`src/rtl/bsfr_pkg.sv`:
```
package bsfr_pkg;

  // Line control bytes
  localparam logic [7:0] BYTE_END  = 8'hC0;
  localparam logic [7:0] BYTE_ESC  = 8'hDB;
  localparam logic [7:0] BYTE_TEND = 8'hDC;
  localparam logic [7:0] BYTE_TESC = 8'hDD;

  // Address field marking
  localparam logic [7:0] ADDR_FLAG = 8'h80;
  localparam logic [6:0] ADDR_MASK = 7'h7F;

  // Reflected CRC-8
  localparam logic [7:0] CRC_START = 8'hDE;
  localparam logic [7:0] CRC_POLY  = 8'h18;

  // Receive phases
  localparam logic [2:0] PH_IDLE  = 3'd0;
  localparam logic [2:0] PH_FIRST = 3'd1;
  localparam logic [2:0] PH_CMD   = 3'd2;
  localparam logic [2:0] PH_LEN   = 3'd3;
  localparam logic [2:0] PH_DATA  = 3'd4;
  localparam logic [2:0] PH_CRC   = 3'd5;

  // Result status codes
  localparam logic [1:0] ST_OK       = 2'd0;
  localparam logic [1:0] ST_NO_START = 2'd1;
  localparam logic [1:0] ST_BAD_ESC  = 2'd2;
  localparam logic [1:0] ST_CRC_ERR  = 2'd3;

  // Result kinds
  localparam logic KIND_DATA = 1'b0;
  localparam logic KIND_END  = 1'b1;

  localparam int TDATA_W = 48;

  // Fold one byte into the CRC, LSB first
  function automatic logic [7:0] crc_feed(input logic [7:0] crc_in, input logic [7:0] b_in);
    logic [7:0] c;
    logic [7:0] b;
    c = crc_in;
    b = b_in;
    for (int i = 0; i < 8; i++) begin
      if ((b[0] ^ c[0]) == 1'b1) begin
        c = ((c ^ CRC_POLY) >> 1) | 8'h80;
      end else begin
        c = c >> 1;
      end
      b = b >> 1;
    end
    return c;
  endfunction

  localparam logic [7:0] CRC_OPEN = crc_feed(CRC_START, BYTE_END);

endpackage

```
`src/rtl/byte_stuffed_frame_receiver_unit.sv`:
```
// Channel  Dir  Width  Contents
// s_*      in   8      tdata: line_byte
// m_*      out  48     tdata: payload_byte, payload_index, has_address, address,
//                      command_code, length, status, zero pad; tuser: kind;
//                      tlast: last
//
// One line byte per cycle; each accepted byte is decoded in the cycle it is
// taken and its result (if any) shows on m_* the next cycle.
// The only limit is the single output register: s_tready drops while a result
// sits unaccepted on m_*.
// rst is synchronous, active high; it returns the receiver to idle, waiting
// for a frame-end byte, and empties the output register.
module byte_stuffed_frame_receiver_unit (
  input  logic                           clk,
  input  logic                           rst,
  input  logic                           s_tvalid,
  output logic                           s_tready,
  input  logic [7:0]                     s_tdata,   // [7:0] line_byte
  output logic                           m_tvalid,
  input  logic                           m_tready,
  // [7:0] payload_byte, [15:8] payload_index, [16] has_address,
  // [23:17] address, [31:24] command_code, [39:32] length, [41:40] status
  output logic [bsfr_pkg::TDATA_W-1:0]   m_tdata,
  output logic                           m_tuser,   // [0] kind
  output logic                           m_tlast    // last
);
  import bsfr_pkg::*;

  // Frame state
  logic [2:0] phase, phase_next;
  logic       escape_pending, escape_pending_next;
  logic [7:0] running_crc, running_crc_next;
  logic [6:0] frame_address, frame_address_next;
  logic       address_seen, address_seen_next;
  logic [7:0] frame_command, frame_command_next;
  logic [7:0] frame_length, frame_length_next;
  logic [7:0] bytes_received, bytes_received_next;

  // Result of the current byte
  logic       res_valid;
  logic       res_kind;
  logic [7:0] res_byte;
  logic [7:0] res_index;
  logic [1:0] res_status;
  logic       res_with_frame;
  logic       res_last;

  logic [7:0] b;
  logic [7:0] d;
  logic       d_valid;
  logic       s_fire;

  assign b        = s_tdata;
  assign s_tready = !m_tvalid || m_tready;
  assign s_fire   = s_tvalid && s_tready;

  // Decode one line byte
  always_comb begin
    phase_next          = phase;
    escape_pending_next = escape_pending;
    running_crc_next    = running_crc;
    frame_address_next  = frame_address;
    address_seen_next   = address_seen;
    frame_command_next  = frame_command;
    frame_length_next   = frame_length;
    bytes_received_next = bytes_received;
    res_valid      = 1'b0;
    res_kind       = KIND_END;
    res_byte       = 8'd0;
    res_index      = 8'd0;
    res_status     = ST_OK;
    res_with_frame = 1'b0;
    res_last       = 1'b0;
    d              = b;
    d_valid        = 1'b0;

    if (phase inside {PH_FIRST, PH_CMD, PH_LEN, PH_DATA, PH_CRC}) begin
      // unescape
      if (escape_pending) begin
        escape_pending_next = 1'b0;
        if (b == BYTE_TEND) begin
          d       = BYTE_END;
          d_valid = 1'b1;
        end else if (b == BYTE_TESC) begin
          d       = BYTE_ESC;
          d_valid = 1'b1;
        end else begin
          res_valid      = 1'b1;
          res_kind       = KIND_END;
          res_status     = ST_BAD_ESC;
          res_with_frame = 1'b1;
          res_last       = 1'b1;
          phase_next     = PH_IDLE;
        end
      end else if (b == BYTE_ESC) begin
        escape_pending_next = 1'b1;
      end else begin
        d_valid = 1'b1;
      end

      // frame fields
      if (d_valid) begin
        case (phase)
          PH_FIRST: begin
            if ((d & ADDR_FLAG) != 8'd0) begin
              frame_address_next = d[6:0] & ADDR_MASK;
              address_seen_next  = 1'b1;
              running_crc_next   = crc_feed(running_crc, {1'b0, d[6:0]});
              phase_next         = PH_CMD;
            end else begin
              frame_command_next = d;
              running_crc_next   = crc_feed(running_crc, d);
              phase_next         = PH_LEN;
            end
          end
          PH_CMD: begin
            frame_command_next = d;
            running_crc_next   = crc_feed(running_crc, d);
            phase_next         = PH_LEN;
          end
          PH_LEN: begin
            frame_length_next   = d;
            bytes_received_next = 8'd0;
            running_crc_next    = crc_feed(running_crc, d);
            phase_next          = (d == 8'd0) ? PH_CRC : PH_DATA;
          end
          PH_DATA: begin
            res_valid           = 1'b1;
            res_kind            = KIND_DATA;
            res_byte            = d;
            res_index           = bytes_received;
            res_with_frame      = 1'b1;
            running_crc_next    = crc_feed(running_crc, d);
            bytes_received_next = bytes_received + 8'd1;
            if (bytes_received_next == frame_length) begin
              phase_next = PH_CRC;
            end
          end
          default: begin
            // CRC byte closes the frame
            res_valid      = 1'b1;
            res_kind       = KIND_END;
            res_status     = (d == running_crc) ? ST_OK : ST_CRC_ERR;
            res_with_frame = 1'b1;
            res_last       = 1'b1;
            phase_next     = PH_IDLE;
          end
        endcase
      end
    end else begin
      // idle, and unused phase codes
      escape_pending_next = 1'b0;
      if (b != BYTE_END) begin
        phase_next = PH_IDLE;
        res_valid  = 1'b1;
        res_kind   = KIND_END;
        res_status = ST_NO_START;
        res_last   = 1'b1;
      end else begin
        frame_address_next  = 7'd0;
        address_seen_next   = 1'b0;
        frame_command_next  = 8'd0;
        frame_length_next   = 8'd0;
        bytes_received_next = 8'd0;
        running_crc_next    = CRC_OPEN;
        phase_next          = PH_FIRST;
      end
    end
  end

  // Frame state registers
  always_ff @(posedge clk) begin
    if (rst) begin
      phase          <= PH_IDLE;
      escape_pending <= 1'b0;
      running_crc    <= CRC_START;
      frame_address  <= 7'd0;
      address_seen   <= 1'b0;
      frame_command  <= 8'd0;
      frame_length   <= 8'd0;
      bytes_received <= 8'd0;
    end else if (s_fire) begin
      phase          <= phase_next;
      escape_pending <= escape_pending_next;
      running_crc    <= running_crc_next;
      frame_address  <= frame_address_next;
      address_seen   <= address_seen_next;
      frame_command  <= frame_command_next;
      frame_length   <= frame_length_next;
      bytes_received <= bytes_received_next;
    end
  end

  // Output register valid
  always_ff @(posedge clk) begin
    if (rst) begin
      m_tvalid <= 1'b0;
    end else if (s_fire) begin
      m_tvalid <= res_valid;
    end else if (m_tready) begin
      m_tvalid <= 1'b0;
    end
  end

  // Output register payload
  always_ff @(posedge clk) begin
    if (s_fire) begin
      m_tdata <= {6'd0,
                  res_status,
                  res_with_frame ? frame_length  : 8'd0,
                  res_with_frame ? frame_command : 8'd0,
                  res_with_frame ? frame_address : 7'd0,
                  res_with_frame ? address_seen  : 1'b0,
                  res_index,
                  res_byte};
      m_tuser <= res_kind;
      m_tlast <= res_last;
    end
  end

  // Data results never end a frame; reports always do
  assert property (@(posedge clk) disable iff (rst)
    m_tvalid |-> (m_tuser == m_tlast))
    else $error("kind and last disagree");

  // An error status only appears on a frame-ending report
  assert property (@(posedge clk) disable iff (rst)
    (m_tvalid && m_tdata[41:40] != ST_OK) |-> (m_tlast && m_tdata[15:0] == 16'd0))
    else $error("error status on a data result");

  // Data phase always has bytes still to come
  assert property (@(posedge clk) disable iff (rst)
    (phase == PH_DATA) |-> (bytes_received < frame_length))
    else $error("data phase with no bytes left");

  // An escape can only be pending inside a frame
  assert property (@(posedge clk) disable iff (rst)
    escape_pending |-> (phase != PH_IDLE))
    else $error("escape pending while idle");

endmodule

```
`config.mk`:
```
export PLATFORM = sky130hd
export DESIGN_NAME = byte_stuffed_frame_receiver_unit
export DESIGN_NICKNAME = d
export VERILOG_FILES = /design/src/rtl/bsfr_pkg.sv /design/src/rtl/byte_stuffed_frame_receiver_unit.sv
export SDC_FILE = /design/constraint.sdc
export NUM_CORES = 1
export LEC_CHECK = 0
export BUFFER_PORTS_ARGS = -buffer_cell sky130_fd_sc_hd__clkbuf_2
export CAP_MARGIN = 25
export CORE_MARGIN = 4
export CORE_UTILIZATION = 45
export CTS_BUF_LIST = sky130_fd_sc_hd__clkbuf_4 sky130_fd_sc_hd__clkbuf_8
export DETAILED_ROUTE_END_ITERATION = 16
export PLACE_DENSITY = 0.65
export SLEW_MARGIN = 5
export SYNTH_ARGS = -nofsm -noshare
export SYNTH_HDL_FRONTEND = slang
export SYNTH_SLANG_ARGS = --single-unit
```
`constraint.sdc`:
```
create_clock -name clk -period 6.6 [get_ports clk]
set_input_delay 0 -clock clk [delete_from_list [all_inputs] [get_ports clk]]
set_output_delay 0 -clock clk [all_outputs]
set_load 0.01 [all_outputs]
```
[Yosys cells after proc, flatten, opt, wreduce, memory -nomap -nowiden]
Index checks and enable logic that the tools add are counted.
Storage, ports and cells
  bits in registers: 89
  latch bits: 0
  RAM bits: 0
  bits in read-only memories: 0
  input bits: 12
  output and inout port bits: 52
  word-level logic and storage cells: 346
  memories: 0
Operators by class
  $add $sub $neg: 1
  multiply operators: 0
  divide/modulo/power cells: 0
  order comparisons: 0
  eq/ne operators: 20
  shift-type cells: 0
  multiplexer cells: 225
  bitwise logic cells: 71
  reductions and logical operators: 15
Operators with widths (count)
  $mux W8: 172
  $not A2 Y2: 36
  $mux W7: 5
  $xor A1 B1 Y1: 35
  $pmux W8 S2: 2
  $pmux W8 S4: 1
  $mux W1: 31
  $eq A8 B8 Y1 const B: 3
  $mux W3: 6
  $eq A8 B8 Y1: 2
  $mux W2: 7
  $pmux W3 S4: 1
  $reduce_and A4 Y1: 3
  $reduce_and A5 Y1: 2
  $ne A3 B3 Y1 const B: 3
  $add A8 B1 Y8 const B: 1
  $logic_not A8 Y1: 1
  $ne A8 B8 Y1 const B: 1
  $eq A3 B2 Y1 const B: 2
  $eq A3 B3 Y1 const B: 2
  $ne A2 B2 Y1 const B: 3
  $ne A5 B5 Y1 const B: 1
  $reduce_bool A5 Y1: 1
  $ne A2 B1 Y1 const B: 2
  9 further kinds: 9

[Logic depth before layout (Yosys ltp)]
Gate-level depths: netlist of run 1.
  depth after elaboration: 53
  mapped depth: 14
  mapped depth without buffers: 12

[Worst setup path before layout of run 1]
No wires, ideal clock.
  path type: register to register
  start point: register m_tvalid
  end point: register running_crc[2]
  library setup time: 0.069 ns
  arrival: 2.634 ns
  required time: 6.531 ns
  path slack: 3.897 ns
  cell stages (with the launch flop): 8
  buffers on the path: 0
  clock period less this slack: 2.703 ns
  path through: dfxtp_1 > nand2b_1 > nand2_1 > inv_1 > nand3_1 > a41oi_1 > o211ai_1 > o21ai_1
Between the ends
  longest elaborated chain between the ends: 4
Ends and longest elaborated chain
  start, declared: RTL line byte_stuffed_frame_receiver_unit.sv:19  | output logic m_tvalid,
  start signal, assigned: RTL line byte_stuffed_frame_receiver_unit.sv:199  | m_tvalid <= res_valid;
  $logic_not A1 Y1: RTL line byte_stuffed_frame_receiver_unit.sv:54  | assign s_tready = !m_tvalid || m_tready;
  $logic_or A1 B1 Y1: RTL line byte_stuffed_frame_receiver_unit.sv:54
  via s_tready: RTL line byte_stuffed_frame_receiver_unit.sv:17  | output logic s_tready,
  $logic_and A1 B1 Y1: RTL line byte_stuffed_frame_receiver_unit.sv:55  | assign s_fire = s_tvalid && s_tready;
  via s_fire: RTL line byte_stuffed_frame_receiver_unit.sv:51  | logic s_fire;
  $reduce_and A4 Y1 (no line)
  end signal, assigned: RTL line byte_stuffed_frame_receiver_unit.sv:185  | running_crc <= running_crc_next;
  end, declared: RTL line byte_stuffed_frame_receiver_unit.sv:32  | logic [7:0] running_crc, running_crc_next;
The timed path passes the listed nets, and every way through them passes these cells.
A chain may end at the register's enable or synchronous reset.

[Final worst setup path of run 1]
  start point: register escape_pending
  end point: register running_crc[7]
Between the ends
  longest elaborated chain between the ends: 46
  elaborated cells on any way between the ends: 195
  those cells by class: eq/ne (1); mux (163); bitwise (30); reduce/logical (1)
Ends and longest elaborated chain
  start, declared: RTL line byte_stuffed_frame_receiver_unit.sv:31  | logic escape_pending, escape_pending_next;
  start signal, assigned: RTL line byte_stuffed_frame_receiver_unit.sv:184  | escape_pending <= escape_pending_next;
  $mux W8: RTL line byte_stuffed_frame_receiver_unit.sv:79  | if (escape_pending) begin
  $mux W8: RTL line byte_stuffed_frame_receiver_unit.sv:77  | if (phase inside {PH_FIRST, PH_CMD, PH_LEN, PH_DATA, PH_CRC}) begin
  $xor A1 B1 Y1: RTL line bsfr_pkg.sv:44  | if ((b[0] ^ c[0]) == 1'b1) begin
  $mux W8: RTL line bsfr_pkg.sv:44
  $mux W8: RTL line byte_stuffed_frame_receiver_unit.sv:105  | if ((d & ADDR_FLAG) != 8'd0) begin
  $mux W8: RTL line byte_stuffed_frame_receiver_unit.sv:103  | case (phase)
  $mux W8: RTL line byte_stuffed_frame_receiver_unit.sv:102  | if (d_valid) begin
  $mux W8: RTL line byte_stuffed_frame_receiver_unit.sv:77
  (+30 left out)
  $mux W8: RTL line byte_stuffed_frame_receiver_unit.sv:102
  $mux W8: RTL line byte_stuffed_frame_receiver_unit.sv:77
  $xor A1 B1 Y1: RTL line bsfr_pkg.sv:44
  $mux W8: RTL line bsfr_pkg.sv:44
  $mux W8: RTL line byte_stuffed_frame_receiver_unit.sv:105
  $pmux W8 S4: RTL line byte_stuffed_frame_receiver_unit.sv:103
  $mux W8: RTL line byte_stuffed_frame_receiver_unit.sv:102
  $mux W8: RTL line byte_stuffed_frame_receiver_unit.sv:77
Parallel ways exist; a longest one is shown, timed or not. The select of a mux whose other input is x is not followed.

==> results.tsv, run 1 <==
stage	metric	value	unit
grt	number of global-route vias before repair	3084	
timing	Setup violations, final	0	
timing	setup tns final	0	ns
finish	layout cell share with drive strength beyond 1	18.4	%
detailed_routing	wire per inst	15.7	µm
synth	Avg Cell Area, Syn	10.3	µm²
timing	Worst Tran Pin Value	0.979	ns
timing	Fin. Hold Viols	0	
place	GPL Wtd Cong	0.895	
floorplanning	Vert. Die Dim	107	µm
timing	Slew headroom	34.7	%
floorplanning	Total Die Area	11500	µm²
detailed_routing	Detail Route Antenna Nets	0	
finish	Final nets	495	
setup_path	crit path DAT	3.43	ns
cts	htree depth	3	
floorplanning	Die Width	107	µm
pwr	P per Cell Area	231	nW/µm²
floorplanning	total core area	9680	µm²
pwr	combinational power share	17.2	%
finish	fill cell total of the finished layout	915	
timing	Peak Freq	319	MHz
pwr	Seq pwr share	53.7	%
grt	first-pass GRT wire length	15.9	mm
setup_path	worst-path cell chain	nand4_1 > o21ba_2 > xnor2_2 > xnor2_1 > xnor2_1 > xor2_1 > ha_1 > a22oi_1 > nor2_1 > a211oi_1 > a211o_1	
cts	Clock transition at path regs	0.08	ns
pwr	Clk network pwr share	29.1	%
run	max-capacitance violation count	0	
floorplanning	row count	36	
timing	RSZ-0062 raised after global routing	no	
setup_path	CP required	6.90	ns
detailed_routing	DRT Pass-1 Iters	4	
synth	flop and latch count out of synthesis	89	
floorplanning	Initial Utilization	45.9	%
finish	antenna cell count	0	
floorplanning	I/O pins	64	
detailed_routing	WL final	9.67	mm
grt	Tot GR Track Use	17.6	%
min_path	worst min-delay path category	in2reg	
synth	Post-synth ARST share	0	%
timing	Final min period	3.13	ns
cts	cts repair resizes	0	
detailed_routing	DR iter-0 viols	140	
grt	initial antenna violation count	0	
grt	grt ovf	0	
setup_path	CP most frequent cell	xnor2_1	
synth	synthesized cell area	4440	µm²
cts	Worst-Skew Late Latency	0.35	ns
place	Detail Placement HPWL	7.01	mm
cts	Num CTS Buffers	9	
cts	Sink Count	89	
setup_path	CP Capture Type	flop	
pwr	Switching Share	27.8	%
setup_path	Critical Path Start Type	flop	
finish	area grow syn2layout	11.6	%
pwr	Internal Power	0.000826	W
finish	commonest non-fill, non-tap cell in the layout	clkbuf_2	
setup_path	critical-path maximum fanout	7	
pwr	Leakage Power	1.97	nW
synth	Ys Warns	0	
grt	largest net degree at the start of global routing	46	
outcome	outcome	complete, no violations	
detailed_routing	via count	3210	
cts	Clock Path Buffers	2	
place	Placed Instances	600	
pwr	switching pwr	0.000318	W
finish	Non-Filler Instances	617	
synth	post-synthesis cell type count	61	
timing	Pins Over Slew Limit	0	
detailed_routing	# DRC	0	
setup_path	max incr delay on CP	0.50	ns
finish	commonest cells after routing, fill and taps aside	clkbuf_2 (57), nor2_1 (55), dfxtp_1 (45)	
setup_path	CP max-delay cell	dfxtp_1	
pwr	peak supply drop	103	µV
setup_path	Crit Path Category	reg2reg	
timing	Final Cycle Share	47.5	%
cts	Hold-fix buffers, CTS	2	
detailed_routing	vias per inst	5.20	
synth	Post-Syn Instances	433	
cts	CTS tree	built	
synth	Synth Flop Type	dfxtp_1	
place	input/output buffers	57	
timing	final clock skew	0.00996	ns
cts	Root Driver	clkbuf_8	
synth	Seq/Total Area, Yosys	50.0	%
cts	postcts setup bufs	0	
synth	Post-synth EDFFs	44	
-- path summary, 6_finish.rpt --
check | startpoint | slack (ns) | depth (start not counted) | to
worst max-delay path | escape_pending | 3.47 | 11 | running_crc[7]
worst min register to register | frame_command[7] | 0.46 | 2 | frame_command[7]
worst min-delay path | s_tdata[5] | 0.09 | 2 | m_tdata[5]
worst max register to register | escape_pending | 3.47 | 11 | running_crc[7]
-- per-layer routing --
layer / vias to the layer above / global-route usage (%) / part of all wire (%)
li1: 1612 / - / -
met4: 0 / 7.39 / 1.6
met1: 1515 / 23.9 / 47
met2: 70 / 27.7 / 47
met5: - / 0 / 0
met3: 13 / 3.24 / 3.7
-- worst max-delay path, delay by kind of cell (launching register included) --
family / cells / cell delay [ns]
XOR/XNOR: 4 / 1.07
AO/OA/AOI/OAI: 4 / 0.90
flip-flops: 1 / 0.50
adder cells (fa/ha/maj): 1 / 0.34
AND/OR/NAND/NOR: 2 / 0.27
-- sequential cells by signal (all words and copies together), names as in the netlist --
register and flops:
m_tdata 42, bytes_received 8, frame_command 8, address_seen 1, m_tlast 1, frame_length 8
phase 3, m_tuser 1, running_crc 8, escape_pending 1, m_tvalid 1, frame_address 7
-- cells by family (layout without fill, tap and decap cells) --
logic type	Yosys count	count (layout)	synth area share [%]
simple gates	167	167	19.7
flops	89	89	50.0
compound gates	73	73	11.9
xor+xnor	41	41	8.25
buf+inv	36	82	4.00
mux	23	23	5.24
fa+ha+maj	3	3	0.845
other cells	1	6	0.0844
-- power groups by stage --
stage / Sequential, W / Combinational (W) / Clock (W)
after floorplan: 0.000630 / 0.000145 / 0
final: 0.000614 / 0.000196 / 0.000333
after detailed placement: 0.000627 / 0.000195 / 0
after global placement: 0.000627 / 0.000194 / 0
after CTS: 0.000614 / 0.000197 / 0.000345
after global routing: 0.000617 / 0.000218 / 0.000369
-- through the flow --
stage	utilization, %	total power [W]	worst slack [ns]	hold slack [ns]	instance area [µm²]
2_1_floorplan	-	0.000775	3.90	0.160	4460
3_3_place_gp	49.3	0.000821	3.54	0.277	4770
3_5_place_dp	49.3	0.000822	3.52	0.292	4770
4_1_cts	51.2	0.00116	3.50	0.0733	4960
5_1_grt	51.2	0.00120	3.18	0.0832	4960
6_report	51.2	0.00114	3.47	0.0855	4960
-- area by class of cell --
class                   count  area [µm²]  share of cell area (%)
well taps                 133         166                    3.36
repair buffers             60         313                    6.31
multi-input cells         313        2060                    41.6
inverters                   7        26.3                   0.530
clock buffers              12         146                    2.95
clock inverters             3        21.3                   0.429
flip-flops and latches     89        2220                    44.8
-- cell usage after synthesis, types with 5 or more instances --
library cell,count,area [µm²]
o21ai_0,12,60.1
edfxtp_1,44,1320
nor2b_1,6,37.5
xor2_1,17,149
a21oi_1,17,85.1
nor2_1,55,206
inv_1,6,22.5
xnor2_1,23,201
buf_4,10,75.1
dfxtp_1,45,901
and3_1,5,31.3
mux2i_1,21,210
nand2_1,15,56.3
nand3_1,12,60.1
or3_1,5,31.3
a311oi_1,5,43.8
clkbuf_1,14,52.6
and2_1,37,231
nor3_1,11,55.1
Power figures use the tool's default switching activity.
==> inputs of run 2 (changes only) <==
--- a/config.mk
+++ b/config.mk
@@ -5,13 +5,14 @@
 export SDC_FILE = /design/constraint.sdc
 export NUM_CORES = 1
 export LEC_CHECK = 0
+export ABC_AREA = 1
 export BUFFER_PORTS_ARGS = -buffer_cell sky130_fd_sc_hd__clkbuf_2
 export CAP_MARGIN = 25
 export CORE_MARGIN = 4
 export CORE_UTILIZATION = 45
 export CTS_BUF_LIST = sky130_fd_sc_hd__clkbuf_4 sky130_fd_sc_hd__clkbuf_8
 export DETAILED_ROUTE_END_ITERATION = 16
-export PLACE_DENSITY = 0.65
+export PLACE_DENSITY = 0.68
 export SLEW_MARGIN = 5
 export SYNTH_ARGS = -nofsm -noshare
 export SYNTH_HDL_FRONTEND = slang
==> constraint.sdc (replaced) <==
create_clock -name clk -period 2.85 [get_ports clk]
set_input_delay 0 -clock clk [delete_from_list [all_inputs] [get_ports clk]]
set_output_delay 0 -clock clk [all_outputs]
set_load 0.01 [all_outputs]
==> run 2 against run 1 <==
Net effect:
- sequential power grew 140%
- first-iteration DRC count up 19%
- total power rose to 2.5 times the previous value
- clock skew decreased by 0.0011 ns
- wire length is 8.6% higher
- setup slack got worse by 3.0 ns
- via count grew 18%
- fmax is 31% higher
- non-clock buffer count up 1
- count of clock-buffer cells in the layout shrank 2
- highest routed layer unchanged
==> results.tsv, run 2 <==
stage	metric	value	unit
min_path	worst min-delay path category	in2reg	
finish	Final nets	631	
outcome	outcome	complete, no violations	
setup_path	CP required	3.11	ns
pwr	Leakage Power	2.21	nW
finish	layout cell share with drive strength beyond 1	17.6	%
finish	antenna cell count	0	
place	Placement Setup Slack	0.406	ns
setup_path	Crit Path Category	reg2reg	
timing	Final WS setup	0.454	ns
synth	Synth Flop Type	dfxtp_1	
timing	Peak Freq	417	MHz
finish	commonest cells after routing, fill and taps aside	nand2_1 (122), nor2_1 (77), inv_1 (76)	
detailed_routing	DRT Pass-1 Iters	5	
timing	final clock skew	0.00883	ns
timing	setup tns final	0	ns
cts	Clock transition at path regs	0.09	ns
finish	Final Cell Area	5050	µm²
pwr	peak supply drop	232	µV
pwr	P per Cell Area	567	nW/µm²
finish	commonest non-fill, non-tap cell in the layout	nand2_1	
finish	Largest register FFs	42	
detailed_routing	Detail Route Antenna Nets	0	
min_path	Hold Crit Start	s_tdata[6]	
finish	area grow syn2layout	13.2	%
synth	Post-synth top cells	nand2_1 (122), inv_1 (77), nor2_1 (77)	
floorplanning	Initial Utilization	45.8	%
run	max-capacitance violation count	0	
place	Area after DPL	4820	µm²
floorplanning	row count	36	
synth	flop and latch count out of synthesis	89	
timing	Worst Tran Pin Value	0.705	ns
synth	Post-synth EDFFs	44	
timing	Fin. Hold Viols	0	
floorplanning	Die Width	108	µm
floorplanning	Vert. Die Dim	108	µm
grt	first-pass GRT wire length	17.3	mm
synth	Post-synth ARST share	0	%
timing	Slew headroom	53.0	%
detailed_routing	# DRC	0	
detailed_routing	via count	3774	
cts	Sink Count	89	
synth	most frequent cell after synthesis	nand2_1	
grt	grt ovf	0	
grt	number of global-route vias before repair	3663	
floorplanning	total core area	9730	µm²
synth	post-synth top area cell	edfxtp_1	
timing	Pins Over Slew Limit	0	
cts	Clock Path Buffers	2	
detailed_routing	vias per inst	5.01	
grt	initial antenna violation count	0	
detailed_routing	wire per inst	13.9	µm
cts	Num CTS Buffers	9	
place	Detail Placement HPWL	7.76	mm
setup_path	CP Capture Type	flop	
floorplanning	I/O pins	64	
synth	Post-Syn Instances	559	
setup_path	critical-path maximum fanout	25	
timing	Final Cycle Share	84.1	%
synth	Seq/Total Area, Yosys	49.8	%
detailed_routing	DR iter-0 viols	166	
synth	top post-synthesis cells by area	edfxtp_1 (30%), dfxtp_1 (20%), nand2_1 (10%), inv_1 (6.5%), nor2_1 (6.5%)	
timing	Final min period	2.40	ns
synth	post-synthesis cell type count	40	
cts	htree depth	3	
cts	Root Driver	clkbuf_8	
synth	synthesized cell area	4460	µm²
synth	top cell type's share of synthesized area	29.6	%
detailed_routing	WL final	10.5	mm
grt	Tot GR Track Use	19.1	%
pwr	Final Power	0.00286	W
synth	Ys Warns	0	
cts	Worst-Skew Late Latency	0.36	ns
setup_path	crit path DAT	2.65	ns
floorplanning	Total Die Area	11600	µm²
synth	Avg Cell Area, Syn	7.98	µm²
setup_path	reg-to-reg startpoint	phase[1]	
place	GPL Wtd Cong	0.976	
grt	largest net degree at the start of global routing	34	
cts	CTS tree	built	
finish	Most flops, register	m_tdata	
setup_path	Critical Path Start Type	flop	
setup_path	CP Launch Point	phase[1]	
place	input/output buffers	57	
timing	Setup violations, final	0	
timing	RSZ-0062 raised after global routing	no	
-- run 2: routing by layer --
layer / share of wire [%] / global-route usage [%]
met1: 43 / 23.2
met2: 49 / 33.2
met3: 4.8 / 2.94
met4: 3.1 / 8.75
met5: 0 / 0
-- run 2: logic make-up (layout without fill, tap and decap cells) --
kind of cell	Yosys count	count (layout)	share of synthesized area [%]
DFF	89	89	49.8
xor gates and xnor gates	9	9	1.94
AOI/OAI and AO/OA	88	88	11.6
adders and majority gates	3	3	0.842
and+or+nand+nor	263	263	25.6
buffers and inverters	106	163	10.2
other	1	6	0.0841
-- run 2: critical path, stage by stage (launching register included) --
cell and delay, ns:
dfxtp_1 0.38, inv_2 0.07, nand2_2 0.09, nor2_4 0.06, inv_2 0.15, nand2_2 0.11
nor2_8 0.16, inv_4 0.11, nand2_1 0.08, buf_4 0.27, nand2_1 0.10, nand2_1 0.07
a21oi_1 0.05, dlygate4sd3_1 0.58
-- run 2: path summary, 6_finish.rpt --
check | endpoint | slack, ns | depth (start not counted)
worst min-delay path | frame_address[6] | 0.05 | 3
worst min register to register | frame_command[0] | 0.46 | 2
worst max-delay path | m_tvalid | 0.45 | 13
worst max register to register | m_tvalid | 0.45 | 13
-- run 2: power by group --
part | total (W) | switching [W] | internal (W) | leakage (nW)
Combinational | 0.000492 | 0.000340 | 0.000151 | 1.29
Sequential | 0.00146 | 0.0000334 | 0.00142 | 0.808
Clock | 0.000916 | 0.000474 | 0.000442 | 0.109
Total | 0.00286 | 0.000848 | 0.00202 | 2.21
-- run 2: layout make-up --
cell class / count / area [µm²]
Fill cell: 961 / 4680
Sequential cell: 89 / 2220
Multi-Input combinational cell: 369 / 1800
Inverter: 86 / 325
Timing Repair Buffer: 61 / 320
Tap cell: 133 / 166
Clock buffer: 10 / 138
Clock inverter: 6 / 72.6
-- run 2: repair_timing --
item / CTS / global route
buffers inserted: 0 / 0
setup endpoints to repair: 0 / 0
endpoints found under the hold margin: 1 / 0
gates resized for setup: 0 / 0
hold buffers: 2 / 0
-- run 2: through the flow --
step           hold slack [ns]  util [%]  cells
2_1_floorplan            0.127         -    564
3_3_place_gp             0.253      49.5    736
3_5_place_dp             0.255      49.5    736
4_1_cts                 0.0269      51.9    754
5_1_grt                 0.0539      51.9    754
6_report                0.0493      51.9    754
==> inputs of run 3 (changes only) <==
--- a/config.mk
+++ b/config.mk
@@ -12,7 +12,7 @@
 export CORE_UTILIZATION = 45
 export CTS_BUF_LIST = sky130_fd_sc_hd__clkbuf_4 sky130_fd_sc_hd__clkbuf_8
 export DETAILED_ROUTE_END_ITERATION = 16
-export PLACE_DENSITY = 0.68
+export PLACE_DENSITY = 0.65
 export SLEW_MARGIN = 5
 export SYNTH_ARGS = -nofsm -noshare
 export SYNTH_HDL_FRONTEND = slang
==> constraint.sdc (replaced) <==
create_clock -name clk -period 2.3 [get_ports clk]
set_input_delay 0 -clock clk [delete_from_list [all_inputs] [get_ports clk]]
set_output_delay 0 -clock clk [all_outputs]
set_load 0.01 [all_outputs]
==> run 3 against run 2 <==
Net effect:
- setup slack got worse by 0.32 ns
- critical path depth fell by 2
- sequential share of layout area fell by 2.0 points
- utilization rose by 2.6 points
- final area grew 4.9%
- fmax grew 11%
- sequential cell count did not move
- first-iteration DRC count rose by 42%
- combinational power is 39% higher
- via count grew 2.8%
- sequential power is 23% higher
- clock skew is 0.0046 ns higher
- largest power group unchanged
==> results.tsv, run 3 (synthesized netlist as in run 2, its figures left out) <==
stage	metric	value	unit
place	GPL Wtd Cong	0.913	
pwr	Seq pwr share	48.2	%
timing	final clock skew	0.0134	ns
floorplanning	Die Width	108	µm
cts	Sink Count	89	
finish	commonest cells after routing, fill and taps aside	nand2_1 (119), nor2_1 (77), inv_1 (74)	
finish	Largest register FFs	42	
grt	first-pass GRT wire length	17.7	mm
finish	Most flops, register	m_tdata	
detailed_routing	wire per inst	14.2	µm
floorplanning	Initial Utilization	45.8	%
cts	Clock Path Buffers	2	
grt	largest net degree at the start of global routing	30	
pwr	P per Cell Area	707	nW/µm²
pwr	Final Power	0.00375	W
detailed_routing	via count	3879	
timing	Pins Over Slew Limit	0	
pwr	peak supply drop	312	µV
pwr	Leakage Power	2.32	nW
setup_path	crit path DAT	2.41	ns
floorplanning	total core area	9730	µm²
floorplanning	Vert. Die Dim	108	µm
cts	htree depth	3	
place	input/output buffers	57	
floorplanning	row count	36	
pwr	Switching Share	29.6	%
detailed_routing	WL final	11.0	mm
outcome	outcome	complete, no violations	
timing	Final Cycle Share	94.2	%
finish	Final nets	650	
finish	antenna cell count	0	
cts	Root Driver	clkbuf_8	
detailed_routing	vias per inst	5.02	
grt	number of global-route vias before repair	3680	
grt	grt ovf	0	
min_path	worst min-delay path category	in2reg	
finish	commonest non-fill, non-tap cell in the layout	nand2_1	
finish	layout cell share with drive strength beyond 1	21.7	%
run	max-capacitance violation count	0	
timing	Final min period	2.17	ns
place	Placement Setup Slack	0.0517	ns
detailed_routing	# DRC	0	
timing	Final WS setup	0.133	ns
detailed_routing	DRT Pass-1 Iters	5	
timing	Peak Freq	461	MHz
timing	Fin. Hold Viols	0	
finish	area grow syn2layout	18.7	%
cts	Clock transition at path regs	0.09	ns
timing	RSZ-0062 raised after global routing	no	
pwr	Internal Power	0.00264	W
grt	Tot GR Track Use	19.4	%
cts	Worst-Skew Late Latency	0.36	ns
grt	initial antenna violation count	0	
cts	Num CTS Buffers	9	
detailed_routing	DR iter-0 viols	236	
timing	setup tns final	0	ns
floorplanning	I/O pins	64	
timing	Setup violations, final	0	
setup_path	CP required	2.55	ns
detailed_routing	Detail Route Antenna Nets	0	
finish	fill cell total of the finished layout	947	
pwr	Clk network pwr share	33.5	%
place	Detail Placement HPWL	7.98	mm
pwr	combinational power share	18.3	%
setup_path	Crit Path Category	reg2reg	
floorplanning	Total Die Area	11600	µm²
setup_path	CP Capture Type	flop	
timing	Worst Tran Pin Value	0.550	ns
pwr	switching pwr	0.00111	W
timing	Slew headroom	63.3	%
setup_path	Critical Path Start Type	flop	
setup_path	critical-path maximum fanout	13	
cts	CTS tree	built	
[run 3: worst paths after layout]
kind	endpoint	depth (start not counted)	start	slack [ns]
max	m_tvalid	11	escape_pending	0.13
max reg2reg	m_tvalid	11	escape_pending	0.13
min	frame_address[6]	3	s_tdata[6]	0.04
min reg2reg	frame_command[6]	2	frame_command[6]	0.46
[run 3: power groups by stage]
stage | Sequential, W | Combinational, W | Clock, W
3_5_place_dp | 0.00184 | 0.000639 | 0
6_report | 0.00180 | 0.000686 | 0.00126
3_3_place_gp | 0.00184 | 0.000634 | 0
5_1_grt | 0.00182 | 0.000771 | 0.00134
2_1_floorplan | 0.00186 | 0.000414 | 0
4_1_cts | 0.00180 | 0.000644 | 0.00127
[run 3: per-stage QoR]
| step | hold slack (ns) | utilization, % | area, µm² | cells |
|---|---|---|---|---|
| 2_1_floorplan | 0.127 | - | 4480 | 564 |
| 3_3_place_gp | 0.249 | 50.8 | 4950 | 750 |
| 3_5_place_dp | 0.257 | 50.8 | 4950 | 750 |
| 4_1_cts | 0.0176 | 53.5 | 5200 | 768 |
| 5_1_grt | 0.0418 | 54.4 | 5300 | 773 |
| 6_report | 0.0407 | 54.4 | 5300 | 773 |
[run 3: metal layers]
layer | share of wire [%] | wire length (µm) | GRT usage, % | vias to the layer above
met1 | 44 | 4780 | 25.0 | 1811
met4 | 2.1 | 234 | 6.31 | 0
li1 | - | - | - | 1939
met3 | 4.7 | 514 | 3.42 | 20
met5 | 0 | 0 | 0 | -
met2 | 50 | 5450 | 32.9 | 109
[run 3: final cells by class]
type	count	area, µm²	area share [%]
inverter	86	325	6.14
multi-input combinational	369	1840	34.7
sequential	89	2230	42.1
tap	133	166	3.14
clock inverter	7	110	2.08
clock buffer	9	124	2.34
timing repair buffer	80	505	9.54
[run 3: timing repair]
| action | 4_1_cts | 5_1_grt |
|---|---|---|
| setup endpoints to repair | 0 | 4 |
| hold endpoints to repair | 1 | 0 |
| hold buffers | 2 | 0 |
| gates resized for setup | 0 | 15 |
| setup buffers | 0 | 4 |
[run 3: worst max-delay path, stage by stage (launching register included)]
cell and delay [ns]:
dfxtp_2 0.35, buf_4 0.14, nor3_1 0.23, nand3_2 0.15, nand2_1 0.09, nand2_1 0.09, nand2_4 0.11, buf_12 0.15
nand2_1 0.06, nand2_1 0.05, a21oi_1 0.06, dlygate4sd3_1 0.58
